<file path="src/rtl/tsrgb_pkg.sv">
`timescale 1ns / 1ps

package tsrgb_pkg;

    // Number of touch pads and LED channels (green, red, blue).
    localparam int NUM_PADS = 3;
    localparam int PAD_W    = 2;

    localparam logic [PAD_W-1:0] FIRST_PAD = PAD_W'(0);
    localparam logic [PAD_W-1:0] LAST_PAD  = PAD_W'(NUM_PADS - 1);

    localparam int SAMPLE_W = 16;

    typedef enum logic {
        CMD_SAMPLE = 1'b0,
        CMD_TICK   = 1'b1
    } cmd_t;

    // The code 2'b11 is never produced and is treated as no fade.
    typedef enum logic [1:0] {
        DIR_NONE = 2'd0,
        DIR_UP   = 2'd1,
        DIR_DOWN = 2'd2
    } fade_dir_t;

    typedef struct packed {
        fade_dir_t dir;
        logic      on;
    } chan_ctl_t;

endpackage

</file>
<file path="src/rtl/tsrgb_fade_chan.sv">
`timescale 1ns / 1ps

// One fade step of a single LED channel: step the duty by its direction,
// then clamp it into the range from one to one below full scale.
module tsrgb_fade_chan #(
    parameter int DUTY_WIDTH = 16
) (
    input  logic [DUTY_WIDTH-1:0] duty_in,
    input  tsrgb_pkg::chan_ctl_t  ctl_in,
    output logic [DUTY_WIDTH-1:0] duty_out,
    output tsrgb_pkg::chan_ctl_t  ctl_out
);

    localparam logic [DUTY_WIDTH-1:0] DUTY_TOP   = {DUTY_WIDTH{1'b1}};
    localparam logic [DUTY_WIDTH-1:0] DUTY_CEIL  = {{(DUTY_WIDTH-1){1'b1}}, 1'b0};
    localparam logic [DUTY_WIDTH-1:0] DUTY_FLOOR = DUTY_WIDTH'(1);
    localparam logic [DUTY_WIDTH-1:0] DUTY_ZERO  = '0;

    logic [DUTY_WIDTH-1:0] stepped;

    always_comb begin
        case (ctl_in.dir)
            tsrgb_pkg::DIR_UP: begin
                stepped = (duty_in == DUTY_TOP) ? DUTY_TOP : duty_in + DUTY_WIDTH'(1);
            end
            tsrgb_pkg::DIR_DOWN: begin
                // Falling from zero holds at zero rather than wrapping.
                stepped = (duty_in == DUTY_ZERO) ? DUTY_ZERO : duty_in - DUTY_WIDTH'(1);
            end
            default: begin
                stepped = duty_in;
            end
        endcase
    end

    always_comb begin
        duty_out = stepped;
        ctl_out  = ctl_in;
        if (stepped == DUTY_TOP) begin
            duty_out    = DUTY_CEIL;
            ctl_out.on  = 1'b1;
            ctl_out.dir = tsrgb_pkg::DIR_NONE;
        end else if (stepped == DUTY_ZERO) begin
            duty_out    = DUTY_FLOOR;
            ctl_out.on  = 1'b0;
            ctl_out.dir = tsrgb_pkg::DIR_NONE;
        end
    end

endmodule

</file>
<file path="src/rtl/touch_scan_rgb_fader.sv">
`timescale 1ns / 1ps

// Touch scan and RGB fader. Pad readings (cmd 0) are credited round robin to
// pads 0, 1, 2; a nonzero reading at or below the touch threshold marks its
// pad touched, and a zero reading only advances the pad pointer. Fade ticks
// (cmd 1) pick fade directions from the touched pads, the highest touched
// pad winning, and then step the green, red and blue duties by one, clamped
// to 1 .. 2^DUTY_WIDTH-2. Every input beat yields exactly one result beat
// holding the flags, the next pad and the three duties after that beat.
// The block takes one beat per clock while the output is not stalled: an
// input register and a result register bracket a single pass of logic,
// whose longest path is the direction select followed by one DUTY_WIDTH-bit
// increment and compare per channel. An accepted beat waits in the input
// register until the result register is free, then moves on into it.
// The threshold register should be written only while no beat is in flight.
module touch_scan_rgb_fader #(
    parameter int DUTY_WIDTH = 16
) (
    input  logic                  aclk,
    input  logic                  aresetn,

    input  logic                  cfg_valid,
    output logic                  cfg_ready,
    input  logic [15:0]           cfg_data,

    input  logic                  s_valid,
    output logic                  s_ready,
    input  logic                  s_cmd,
    input  logic [15:0]           s_sample,

    output logic                  m_valid,
    input  logic                  m_ready,
    output logic [2:0]            m_touch_flags,
    output logic [1:0]            m_scanned_pad,
    output logic [DUTY_WIDTH-1:0] m_green_duty,
    output logic [DUTY_WIDTH-1:0] m_red_duty,
    output logic [DUTY_WIDTH-1:0] m_blue_duty,
    output logic [2:0]            m_on_flags
);

    localparam int NP = tsrgb_pkg::NUM_PADS;

    // ------------------------------------------------------------------
    // Configuration: the threshold register is always ready for a beat.
    // ------------------------------------------------------------------
    logic [tsrgb_pkg::SAMPLE_W-1:0] threshold_reg;

    assign cfg_ready = 1'b1;

    always_ff @(posedge aclk) begin
        if (!aresetn) begin
            threshold_reg <= '0;
        end else if (cfg_valid && cfg_ready) begin
            threshold_reg <= cfg_data;
        end
    end

    // ------------------------------------------------------------------
    // Input register. It drains into the result register whenever the
    // result register is empty or its beat is being taken, so a new beat
    // can enter in the same cycle as the held one moves on.
    // ------------------------------------------------------------------
    logic                           in_valid_reg;
    tsrgb_pkg::cmd_t                in_cmd_reg;
    logic [tsrgb_pkg::SAMPLE_W-1:0] in_sample_reg;
    logic                           m_valid_reg;
    logic                           advance;

    assign advance = in_valid_reg && (!m_valid_reg || m_ready);
    assign s_ready = !in_valid_reg || advance;

    always_ff @(posedge aclk) begin
        if (!aresetn) begin
            in_valid_reg <= 1'b0;
        end else if (s_ready) begin
            in_valid_reg <= s_valid;
        end
    end

    always_ff @(posedge aclk) begin
        if (s_valid && s_ready) begin
            in_cmd_reg    <= tsrgb_pkg::cmd_t'(s_cmd);
            in_sample_reg <= s_sample;
        end
    end

    // ------------------------------------------------------------------
    // Scan and fade state. It is updated when the held beat advances, so
    // beats are applied strictly in order, one per clock while not stalled.
    // ------------------------------------------------------------------
    logic [tsrgb_pkg::PAD_W-1:0]  pad_ptr_reg, pad_ptr_next;
    logic [NP-1:0]                touched_reg, touched_next;
    logic [DUTY_WIDTH-1:0]        duty_reg  [NP];
    logic [DUTY_WIDTH-1:0]        duty_next [NP];
    tsrgb_pkg::chan_ctl_t         ctl_reg   [NP];
    tsrgb_pkg::chan_ctl_t         ctl_next  [NP];

    logic                         is_tick;
    tsrgb_pkg::chan_ctl_t         ctl_sel   [NP];
    tsrgb_pkg::chan_ctl_t         ctl_faded [NP];
    logic [DUTY_WIDTH-1:0]        duty_faded[NP];

    assign is_tick = (in_cmd_reg == tsrgb_pkg::CMD_TICK);

    // Sample path: credit the reading to the current pad and move on.
    always_comb begin
        touched_next = touched_reg;
        pad_ptr_next = pad_ptr_reg;
        if (!is_tick) begin
            if (in_sample_reg != '0) begin
                touched_next[pad_ptr_reg] = (in_sample_reg <= threshold_reg);
            end
            pad_ptr_next = (pad_ptr_reg == tsrgb_pkg::LAST_PAD) ?
                           tsrgb_pkg::FIRST_PAD :
                           pad_ptr_reg + tsrgb_pkg::PAD_W'(1);
        end
    end

    // Direction select: each touched pad, in pad order, sends every
    // channel falling and toggles its own channel, so the highest touched
    // pad decides. With no pad touched the directions are kept.
    always_comb begin
        for (int i = 0; i < NP; i++) begin
            ctl_sel[i] = ctl_reg[i];
        end
        for (int i = 0; i < NP; i++) begin
            if (touched_reg[i]) begin
                for (int j = 0; j < NP; j++) begin
                    ctl_sel[j].dir = tsrgb_pkg::DIR_DOWN;
                end
                ctl_sel[i].dir = ctl_reg[i].on ? tsrgb_pkg::DIR_DOWN : tsrgb_pkg::DIR_UP;
            end
        end
    end

    for (genvar c = 0; c < NP; c++) begin : g_chan
        tsrgb_fade_chan #(
            .DUTY_WIDTH (DUTY_WIDTH)
        ) u_fade (
            .duty_in  (duty_reg[c]),
            .ctl_in   (ctl_sel[c]),
            .duty_out (duty_faded[c]),
            .ctl_out  (ctl_faded[c])
        );
    end

    // Sample beats leave duties, directions and on marks untouched.
    always_comb begin
        for (int c = 0; c < NP; c++) begin
            duty_next[c] = is_tick ? duty_faded[c] : duty_reg[c];
            ctl_next[c]  = is_tick ? ctl_faded[c]  : ctl_reg[c];
        end
    end

    always_ff @(posedge aclk) begin
        if (!aresetn) begin
            pad_ptr_reg <= tsrgb_pkg::FIRST_PAD;
            touched_reg <= '0;
            for (int c = 0; c < NP; c++) begin
                duty_reg[c]    <= '0;
                ctl_reg[c].dir <= tsrgb_pkg::DIR_NONE;
                ctl_reg[c].on  <= 1'b0;
            end
        end else if (advance) begin
            pad_ptr_reg <= pad_ptr_next;
            touched_reg <= touched_next;
            for (int c = 0; c < NP; c++) begin
                duty_reg[c] <= duty_next[c];
                ctl_reg[c]  <= ctl_next[c];
            end
        end
    end

    // ------------------------------------------------------------------
    // Result register: a snapshot of the state after the beat.
    // ------------------------------------------------------------------
    always_ff @(posedge aclk) begin
        if (!aresetn) begin
            m_valid_reg <= 1'b0;
        end else if (!m_valid_reg || m_ready) begin
            m_valid_reg <= in_valid_reg;
        end
    end

    always_ff @(posedge aclk) begin
        if (advance) begin
            m_touch_flags <= touched_next;
            m_scanned_pad <= pad_ptr_next;
            m_green_duty  <= duty_next[0];
            m_red_duty    <= duty_next[1];
            m_blue_duty   <= duty_next[2];
            for (int c = 0; c < NP; c++) begin
                m_on_flags[c] <= ctl_next[c].on;
            end
        end
    end

    assign m_valid = m_valid_reg;

    // ------------------------------------------------------------------
    // Assertions
    // ------------------------------------------------------------------
    a_pad_ptr_range: assert property (@(posedge aclk) disable iff (!aresetn)
        pad_ptr_reg != 2'd3)
        else $error("pad pointer left the pad range");

    a_duty_below_top: assert property (@(posedge aclk) disable iff (!aresetn)
        duty_reg[0] != '1 && duty_reg[1] != '1 && duty_reg[2] != '1)
        else $error("a duty reached full scale");

    a_tick_floor: assert property (@(posedge aclk) disable iff (!aresetn)
        advance && is_tick |=> duty_reg[0] != '0 && duty_reg[1] != '0 && duty_reg[2] != '0)
        else $error("a duty sits at zero after a tick");

    a_sample_keeps_duty: assert property (@(posedge aclk) disable iff (!aresetn)
        advance && !is_tick |=>
            $stable(duty_reg[0]) && $stable(duty_reg[1]) && $stable(duty_reg[2]))
        else $error("a sample beat changed a duty");

    a_drain_frees_input: assert property (@(posedge aclk) disable iff (!aresetn)
        !in_valid_reg |-> s_ready)
        else $error("input stalled with an empty input register");

endmodule

</file>
<file path="config.mk">
export PLATFORM = sky130hd
export DESIGN_NAME = touch_scan_rgb_fader
export DESIGN_NICKNAME = d
export VERILOG_FILES = /design/src/rtl/tsrgb_pkg.sv /design/src/rtl/tsrgb_fade_chan.sv /design/src/rtl/touch_scan_rgb_fader.sv
export SDC_FILE = /design/constraint.sdc
export NUM_CORES = 1
export LEC_CHECK = 0
export BUFFER_PORTS_ARGS = -buffer_cell sky130_fd_sc_hd__buf_2
export CAP_MARGIN = 30
export CORE_MARGIN = 2
export CORE_UTILIZATION = 59
export DETAILED_ROUTE_END_ITERATION = 16
export MAX_ROUTING_LAYER = met4
export PLACE_DENSITY = 0.79
export SYNTH_ARGS = -nofsm -noshare
export SYNTH_HDL_FRONTEND = slang
export SYNTH_HIERARCHICAL = 1
export SYNTH_SLANG_ARGS = --single-unit
</file>
<file path="constraint.sdc">
create_clock -name aclk -period 7.1 [get_ports aclk]
set_input_delay 1.42 -clock aclk [delete_from_list [all_inputs] [get_ports aclk]]
set_output_delay 1.42 -clock aclk [all_outputs]
set_load 0.01 [all_outputs]
</file>
==> impl_metrics.json, run 1 <==
{
  "status": "completed",
  "synth_most_common_cell": "edfxtp_1",
  "fill_cells": 1348,
  "peakVddDrop_v": 0.000189,
  "met1_usage_pct": 42.8,
  "cts.root.buffer_cell": "clkbuf_16",
  "synth_commonest_cells": "edfxtp_1 (130), and3_1 (68), mux2_2 (52), inv_1 (49), clkbuf_1 (45)",
  "die_h_um": 137,
  "cts-htree-levels": 4,
  "worstPathMaxFanout": 30,
  "startpoint_type": "register",
  "cts_hold_buf": 0,
  "yosys_warnings": 6,
  "synth_async_sr_flop_share_pct": 0,
  "drv_cap": 0,
  "drt_iter0_markers": 1109,
  "initial_core_util_pct": 60.4,
  "via_per_inst": 6.86,
  "synth_compound_area_share_pct": 15.5,
  "tightest_slew_ns": 0.976,
  "syn_to_final_growth_pct": 8.72,
  "dpl.cell_count": 1280,
  "powerDensity_nw_per_um2": 221,
  "synth_edf_count": 130,
  "critPathArrivalTime_ns": 4.78,
  "syn_inst": 1039,
  "nets": 1141,
  "leakagePower_nw": 4.34,
  "cts_resized": 0,
  "grt_pass1_vias": 8439,
  "vias": 9001,
  "crit_required_ns": 7.28,
  "grt-ovfl-total": 0,
  "place.gp.congestion": 0.996,
  "synth-adder-area-share_pct": 3.34,
  "die_area_um2": 18900,
  "maxSlewViolCount": 0,
  "clock_skew_ns": 0.0101,
  "setup-violations-final": 0,
  "wl_um": 28000,
  "wl_per_cell_um": 21.3,
  "grt_max_degree": 104,
  "portBuffers": 95,
  "synth_top_family_by_area": "simple AND/OR/NAND/NOR gates",
  "row_count": 48,
  "drive_above_1_share_pct": 21.5,
  "worstSetupPathType": "register to register",
  "stdcell_count": 1313,
  "cts_buffer_depth": 2,
  "synth_top_cell_by_area": "edfxtp_1",
  "post_cts_buffers": 0,
  "synth.avg_cell_area_um2": 10.1,
  "num_antenna_cells": 0,
  "largest_reg_flops": 48,
  "synth_mux_area_share_pct": 7.87,
  "core-area_um2": 17400,
  "path_clk_slew_ns": 0.07,
  "synth_area_um2": 10500,
  "fin_worst_hold_slack_ns": 0.521,
  "rsz0062_at_grt": "false",
  "grt_antenna_before_repair": 0,
  "grt_pass1_wl_um": 44600,
  "power_mw": 2.52,
  "synth_area_leaders": "edfxtp_1 (37%), mux2_2 (5.6%), dfxtp_1 (4.4%)",
  "ant_nets": 0,
  "cts_buffers": 17,
  "cts_tree": "done",
  "synth_ff_type": "edfxtp_1",
  "hold_class": "register to register",
  "finalHoldViolations": 0,
  "tns_ns": 0,
  "dp_hpwl_um": 19200,
  "synth_seq_area_share_pct": 41.6,
  "synth_nets": 1105,
  "grt_util_met3_pct": 5.45,
  "drc": 0,
  "synth_top_area_share_pct": 37.2,
  "synthXorXnorAreaFrac_pct": 0.585,
  "drt-pass1-iter-count": 6,
  "fmax_ghz": 0.218,
  "grt_busiest_layer": "met2",
  "grtUsageTotal_pct": 31.0,
  "ys_ff_latch": 153,
  "clock_latency_ns": 0.43,
  "crit_path_end_kind": "register",
  "maxSlewHeadroom_pct": 34.3,
  "synth_cell_types": 84,
  "io_pins": 97,
  "clock-sinks": 153,
  "die_w_um": 137,
  "fin_crit_sh_pct": 64.7,
  "synth-simple-area-share_pct": 24.3,
  "use_met2_pct": 46.5,
  "period_minus_slack_ns": 4.60
}
==> layer usage <==
layer  up-vias  part of all wire [%]
li1       4136                     -
met1      4308                    43
met2       499                    47
met3        58                   8.2
met4         0                   2.2
met5         -                     0
==> power breakdown <==
group,leakage [nW],internal [mW],switching (mW),total (mW)
registers,1.50,1.04,0.0729,1.12
logic,2.54,0.183,0.285,0.468
clock network,0.301,0.498,0.436,0.934
==> cells by family after synthesis <==
| kind of cell | Yosys count |
|---|---|
| simple gates | 412 |
| compound gates | 228 |
| flops | 153 |
| buf+inv | 134 |
| mux | 76 |
| fa+ha+maj | 28 |
| xor+xnor | 7 |
| other cells | 1 |
==> through the flow <==
step / cell area [um^2] / utilization (%) / setup slack, ns
2_1_floorplan: 10500 / - / 3.37
3_3_place_gp: 10800 / 62.0 / 2.80
3_5_place_dp: 10800 / 62.0 / 2.65
4_1_cts: 11400 / 65.6 / 2.63
5_1_grt: 11400 / 65.7 / 2.26
6_report: 11400 / 65.7 / 2.50
==> final timing paths <==
kind	start	endpoint	slack, ns	depth (start not counted)
setup / recovery	touched_reg[0]	ctl_reg[0][6]	2.50	13
hold / removal	threshold_reg[14]	threshold_reg[14]	0.52	2
setup reg to reg	touched_reg[0]	ctl_reg[0][6]	2.50	13
hold reg to reg	threshold_reg[14]	threshold_reg[14]	0.52	2
==> critical path, cell delays in order, from the launching register on <==
cell	delay, ns
dfxtp_1	0.38
nor3_1	0.27
a21o_1	0.18
inv_1	0.06
ha_1	0.92
nor2b_1	0.37
nand3_1	0.32
o2111ai_1	0.21
or4b_1	0.54
nor4_2	0.28
nand4_1	0.17
a21o_1	0.20
mux2_2	0.27
and3_1	0.18
==> cell type report <==
type | count | area, um^2 | share of cell area [%]
clock buffers | 18 | 450 | 3.95
inverters | 49 | 184 | 1.61
well taps | 225 | 282 | 2.47
flip-flops and latches | 153 | 4360 | 38.3
multi-input cells | 752 | 5420 | 47.5
clock inverters | 14 | 163 | 1.43
repair buffers | 102 | 538 | 4.72
==> placed cells by master (no fill, tap or decap), types with 6 or more instances in the layout <==
cell and count:
nor2b_1 26, a21oi_1 40, nand3_1 39, or3_2 6, and4_1 12, nor2_1 42
o31ai_1 12, o211ai_1 24, or4_1 11, nor4_1 26, nand2b_1 13, xnor2_1 7
nor3_1 33, and3_1 68, o21ai_0 36, ha_1 28, nand2_1 39, nor3b_1 6
a21o_1 12, nand3b_1 6, buf_2 96, edfxtp_1 130, a31oi_1 14, o311ai_0 23
clkbuf_16 18, dfxtp_1 23, mux2i_1 24, nand4_1 31, or3_1 8, inv_1 49
mux2_2 52
(Power assumes the default switching activity.)
==> run 2, diff against run 1 <==
--- a/config.mk
+++ b/config.mk
@@ -5,13 +5,14 @@
 export SDC_FILE = /design/constraint.sdc
 export NUM_CORES = 1
 export LEC_CHECK = 0
+export ABC_AREA = 1
 export BUFFER_PORTS_ARGS = -buffer_cell sky130_fd_sc_hd__buf_2
 export CAP_MARGIN = 30
 export CORE_MARGIN = 2
-export CORE_UTILIZATION = 59
+export CORE_UTILIZATION = 55
 export DETAILED_ROUTE_END_ITERATION = 16
 export MAX_ROUTING_LAYER = met4
-export PLACE_DENSITY = 0.79
+export PLACE_DENSITY = 0.77
 export SYNTH_ARGS = -nofsm -noshare
 export SYNTH_HDL_FRONTEND = slang
 export SYNTH_HIERARCHICAL = 1
==> constraint.sdc (replaced) <==
create_clock -name aclk -period 4 [get_ports aclk]
set_input_delay 0.8 -clock aclk [delete_from_list [all_inputs] [get_ports aclk]]
set_output_delay 0.8 -clock aclk [all_outputs]
set_load 0.01 [all_outputs]
==> run 2 against run 1 <==
Design area is 11% higher; global-route usage is 2.3 points lower; sequential power is 77% higher; hold slack worse by 0.058 ns; sequential share of layout area is 3.9 points lower; critical path depth is 7 higher; clock skew is 0.00083 ns lower; first-iteration DRC count is 23% lower; clock power is 78% higher; routed wire length is 7.3% higher; die area is 17% higher; non-clock buffer count is 2 higher; critical path type unchanged; largest power group unchanged.
==> impl_metrics.json, run 2 <==
{
  "clock_latency_ns": 0.44,
  "drt_iter0_markers": 849,
  "final_common_cell": "nand2_1",
  "clock_skew_ns": 0.00928,
  "synth_mux_area_share_pct": 0,
  "synth_top_family_by_area": "simple AND/OR/NAND/NOR gates",
  "grt_max_degree": 61,
  "fmax_ghz": 0.284,
  "crit_chain": "inv_1 > a21oi_1 > nor2_1 > inv_1 > ha_1 > inv_1 > o21ai_0 > nor2_1 > nand2_1 > o21ai_1 > nand2_1 > inv_1 > nand2_1 > nor2_1 > nand3_2 > nand2_1 > nand2_1 > or2_0 > o21ai_1 > nor2_1",
  "synthXorXnorAreaFrac_pct": 0.839,
  "final_core_util_pct": 62.4,
  "slowest_stage": "ha_1",
  "synth-adder-area-share_pct": 3.05,
  "wl_um": 30000,
  "crit_path_end_kind": "register",
  "rsz0062_at_grt": "false",
  "clock-sinks": 153,
  "cts_buffers": 17,
  "maxSlewViolCount": 0,
  "syn_to_final_growth_pct": 10.6,
  "die_w_um": 149,
  "maxSlewHeadroom_pct": 39.7,
  "multiInputGateArea_um2": 5860,
  "powerDensity_nw_per_um2": 384,
  "portBuffers": 95,
  "synth_ff_type": "edfxtp_1",
  "cts_tree": "done",
  "worstPathMaxFanout": 17,
  "core-area_um2": 20400,
  "tns_ns": 0,
  "worst_path_largest_cell_delay_ns": 0.50,
  "synth_area_leaders": "edfxtp_1 (34%), nand2_1 (14%), nor2_1 (8.0%)",
  "period_minus_slack_ns": 3.52,
  "path_clk_slew_ns": 0.08,
  "cts_buffer_depth": 2,
  "synth_edf_count": 130,
  "vias": 10700,
  "leakagePower_nw": 6.07,
  "fill_cells": 1840,
  "synth_commonest_cells": "nand2_1 (430), nor2_1 (246), inv_1 (243), nand3_1 (137), edfxtp_1 (130)",
  "die_area_um2": 22100,
  "setup-violations-final": 0,
  "cts_hold_buf": 0,
  "num_antenna_cells": 0,
  "finalHoldViolations": 0,
  "ant_nets": 0,
  "crit_cells": 20,
  "synth_seq_area_share_pct": 38.0,
  "dp_hpwl_um": 21800,
  "drc": 0,
  "synth.avg_cell_area_um2": 6.94,
  "r2r_cells": 20,
  "synth_top_cell_by_area": "edfxtp_1",
  "status": "completed",
  "tightest_slew_ns": 0.896,
  "synth_top_area_share_pct": 34.0,
  "top_layer_used": "met4",
  "startpoint_type": "register",
  "drv_cap": 0,
  "grt-ovfl-total": 0,
  "grtUsageTotal_pct": 28.7,
  "hold_class": "register to register",
  "cts_resized": 0,
  "final_cell_mix": "nand2_1 (430), nor2_1 (246), inv_1 (241)",
  "ys_ff_latch": 153,
  "largest_reg_flops": 48,
  "seq_area_um2": 4360,
  "crit_top_cell": "nand2_1",
  "die_h_um": 149,
  "yosys_warnings": 6,
  "worst-path-buf-inv": 4,
  "wl_met1_um": 13600,
  "holdPathStages": 2,
  "critPathArrivalTime_ns": 3.69,
  "post_cts_buffers": 0,
  "synth_compound_area_share_pct": 7.31,
  "wl_per_cell_um": 14.9,
  "met3_wirelength_um": 2000,
  "row_count": 52,
  "cts.root.buffer_cell": "clkbuf_16",
  "syn_inst": 1656,
  "cts-htree-levels": 4,
  "peakVddDrop_v": 0.000274,
  "fin_crit_sh_pct": 88.0,
  "synth_cell_types": 38,
  "routed-wl-met2_um": 13900,
  "synth_most_common_cell": "nand2_1",
  "synth-simple-area-share_pct": 39.8,
  "drive_above_1_share_pct": 14.3,
  "fin_worst_hold_slack_ns": 0.464,
  "crit_family": "simple AND/OR/NAND/NOR gates",
  "grt_pass1_vias": 10100,
  "place.gp.congestion": 0.949,
  "synth_nets": 1722,
  "crit_required_ns": 4.17,
  "drt-pass1-iter-count": 5,
  "via_per_inst": 5.32,
  "io_pins": 97,
  "initial_core_util_pct": 56.4,
  "nets": 1794,
  "synth_async_sr_flop_share_pct": 0,
  "grt_antenna_before_repair": 0,
  "worstSetupPathType": "register to register",
  "synth_area_um2": 11500,
  "grt_pass1_wl_um": 49600
}
-- run 2: cell types whose count changed in the layout (fill, tap and decap cells not counted), sizes merged, moves of 25 or more --
cell | previous run | this run
nor4 | 33 | 0
o21ai | 40 | 114
inv | 59 | 265
nor3 | 33 | 8
or2 | 1 | 52
nor2b | 27 | 0
mux2 | 52 | 0
nor2 | 42 | 289
nand3 | 39 | 150
and3 | 69 | 0
nand2 | 39 | 458
-- run 2: final cells by class --
type,instances,share of cell area (%)
multi-input cells,1193,46.1
flip-flops and latches,153,34.4
inverters,259,7.65
repair buffers,104,4.37
clock buffers,17,3.35
well taps,270,2.66
clock inverters,15,1.51
-- run 2: routing by layer --
layer  vias up  GRT usage [%]
met5         -              -
met4         0           7.81
met3        39           4.51
met2       402           45.3
met1      4862           38.9
li1       5403              -
-- run 2: metrics by stage --
stage | setup slack [ns] | std cells | power (mW) | instance area [um^2]
4_1_cts | 0.519 | 2011 | 4.88 | 12700
3_3_place_gp | 0.632 | 1978 | 3.21 | 12100
5_1_grt | 0.0823 | 2011 | 5.15 | 12700
2_1_floorplan | 0.130 | 1656 | 2.90 | 11500
3_5_place_dp | 0.546 | 1979 | 3.23 | 12100
6_report | 0.480 | 2011 | 4.88 | 12700
-- run 2: kinds of logic (layout without fill, tap and decap cells) --
| kind of cell | after synthesis | in the layout |
|---|---|---|
| AND/OR/NAND/NOR | 994 | 994 |
| buffers and inverters | 310 | 395 |
| adder cells (fa/ha/maj) | 28 | 28 |
| other | 1 | 1 |
| AO/OA/AOI/OAI | 159 | 159 |
| XOR/XNOR | 11 | 11 |
| flip-flops | 153 | 153 |
-- run 2: worst min-delay path: stages, from the launching register on --
cell and delay, ns:
dfxtp_1 0.30, inv_1 0.06, a21oi_1 0.06
-- run 2: final timing paths --
check	slack [ns]	end	startpoint
min	0.46	threshold_reg[14]	threshold_reg[14]
max reg2reg	0.48	ctl_reg[0][3]	touched_reg[0]
max	0.48	ctl_reg[0][3]	touched_reg[0]
min reg2reg	0.46	threshold_reg[14]	threshold_reg[14]
-- run 2: power by group --
group	switching, mW	internal, mW	total [mW]
Combinational	0.846	0.395	1.24
Clock	0.809	0.855	1.66
Sequential	0.113	1.86	1.98
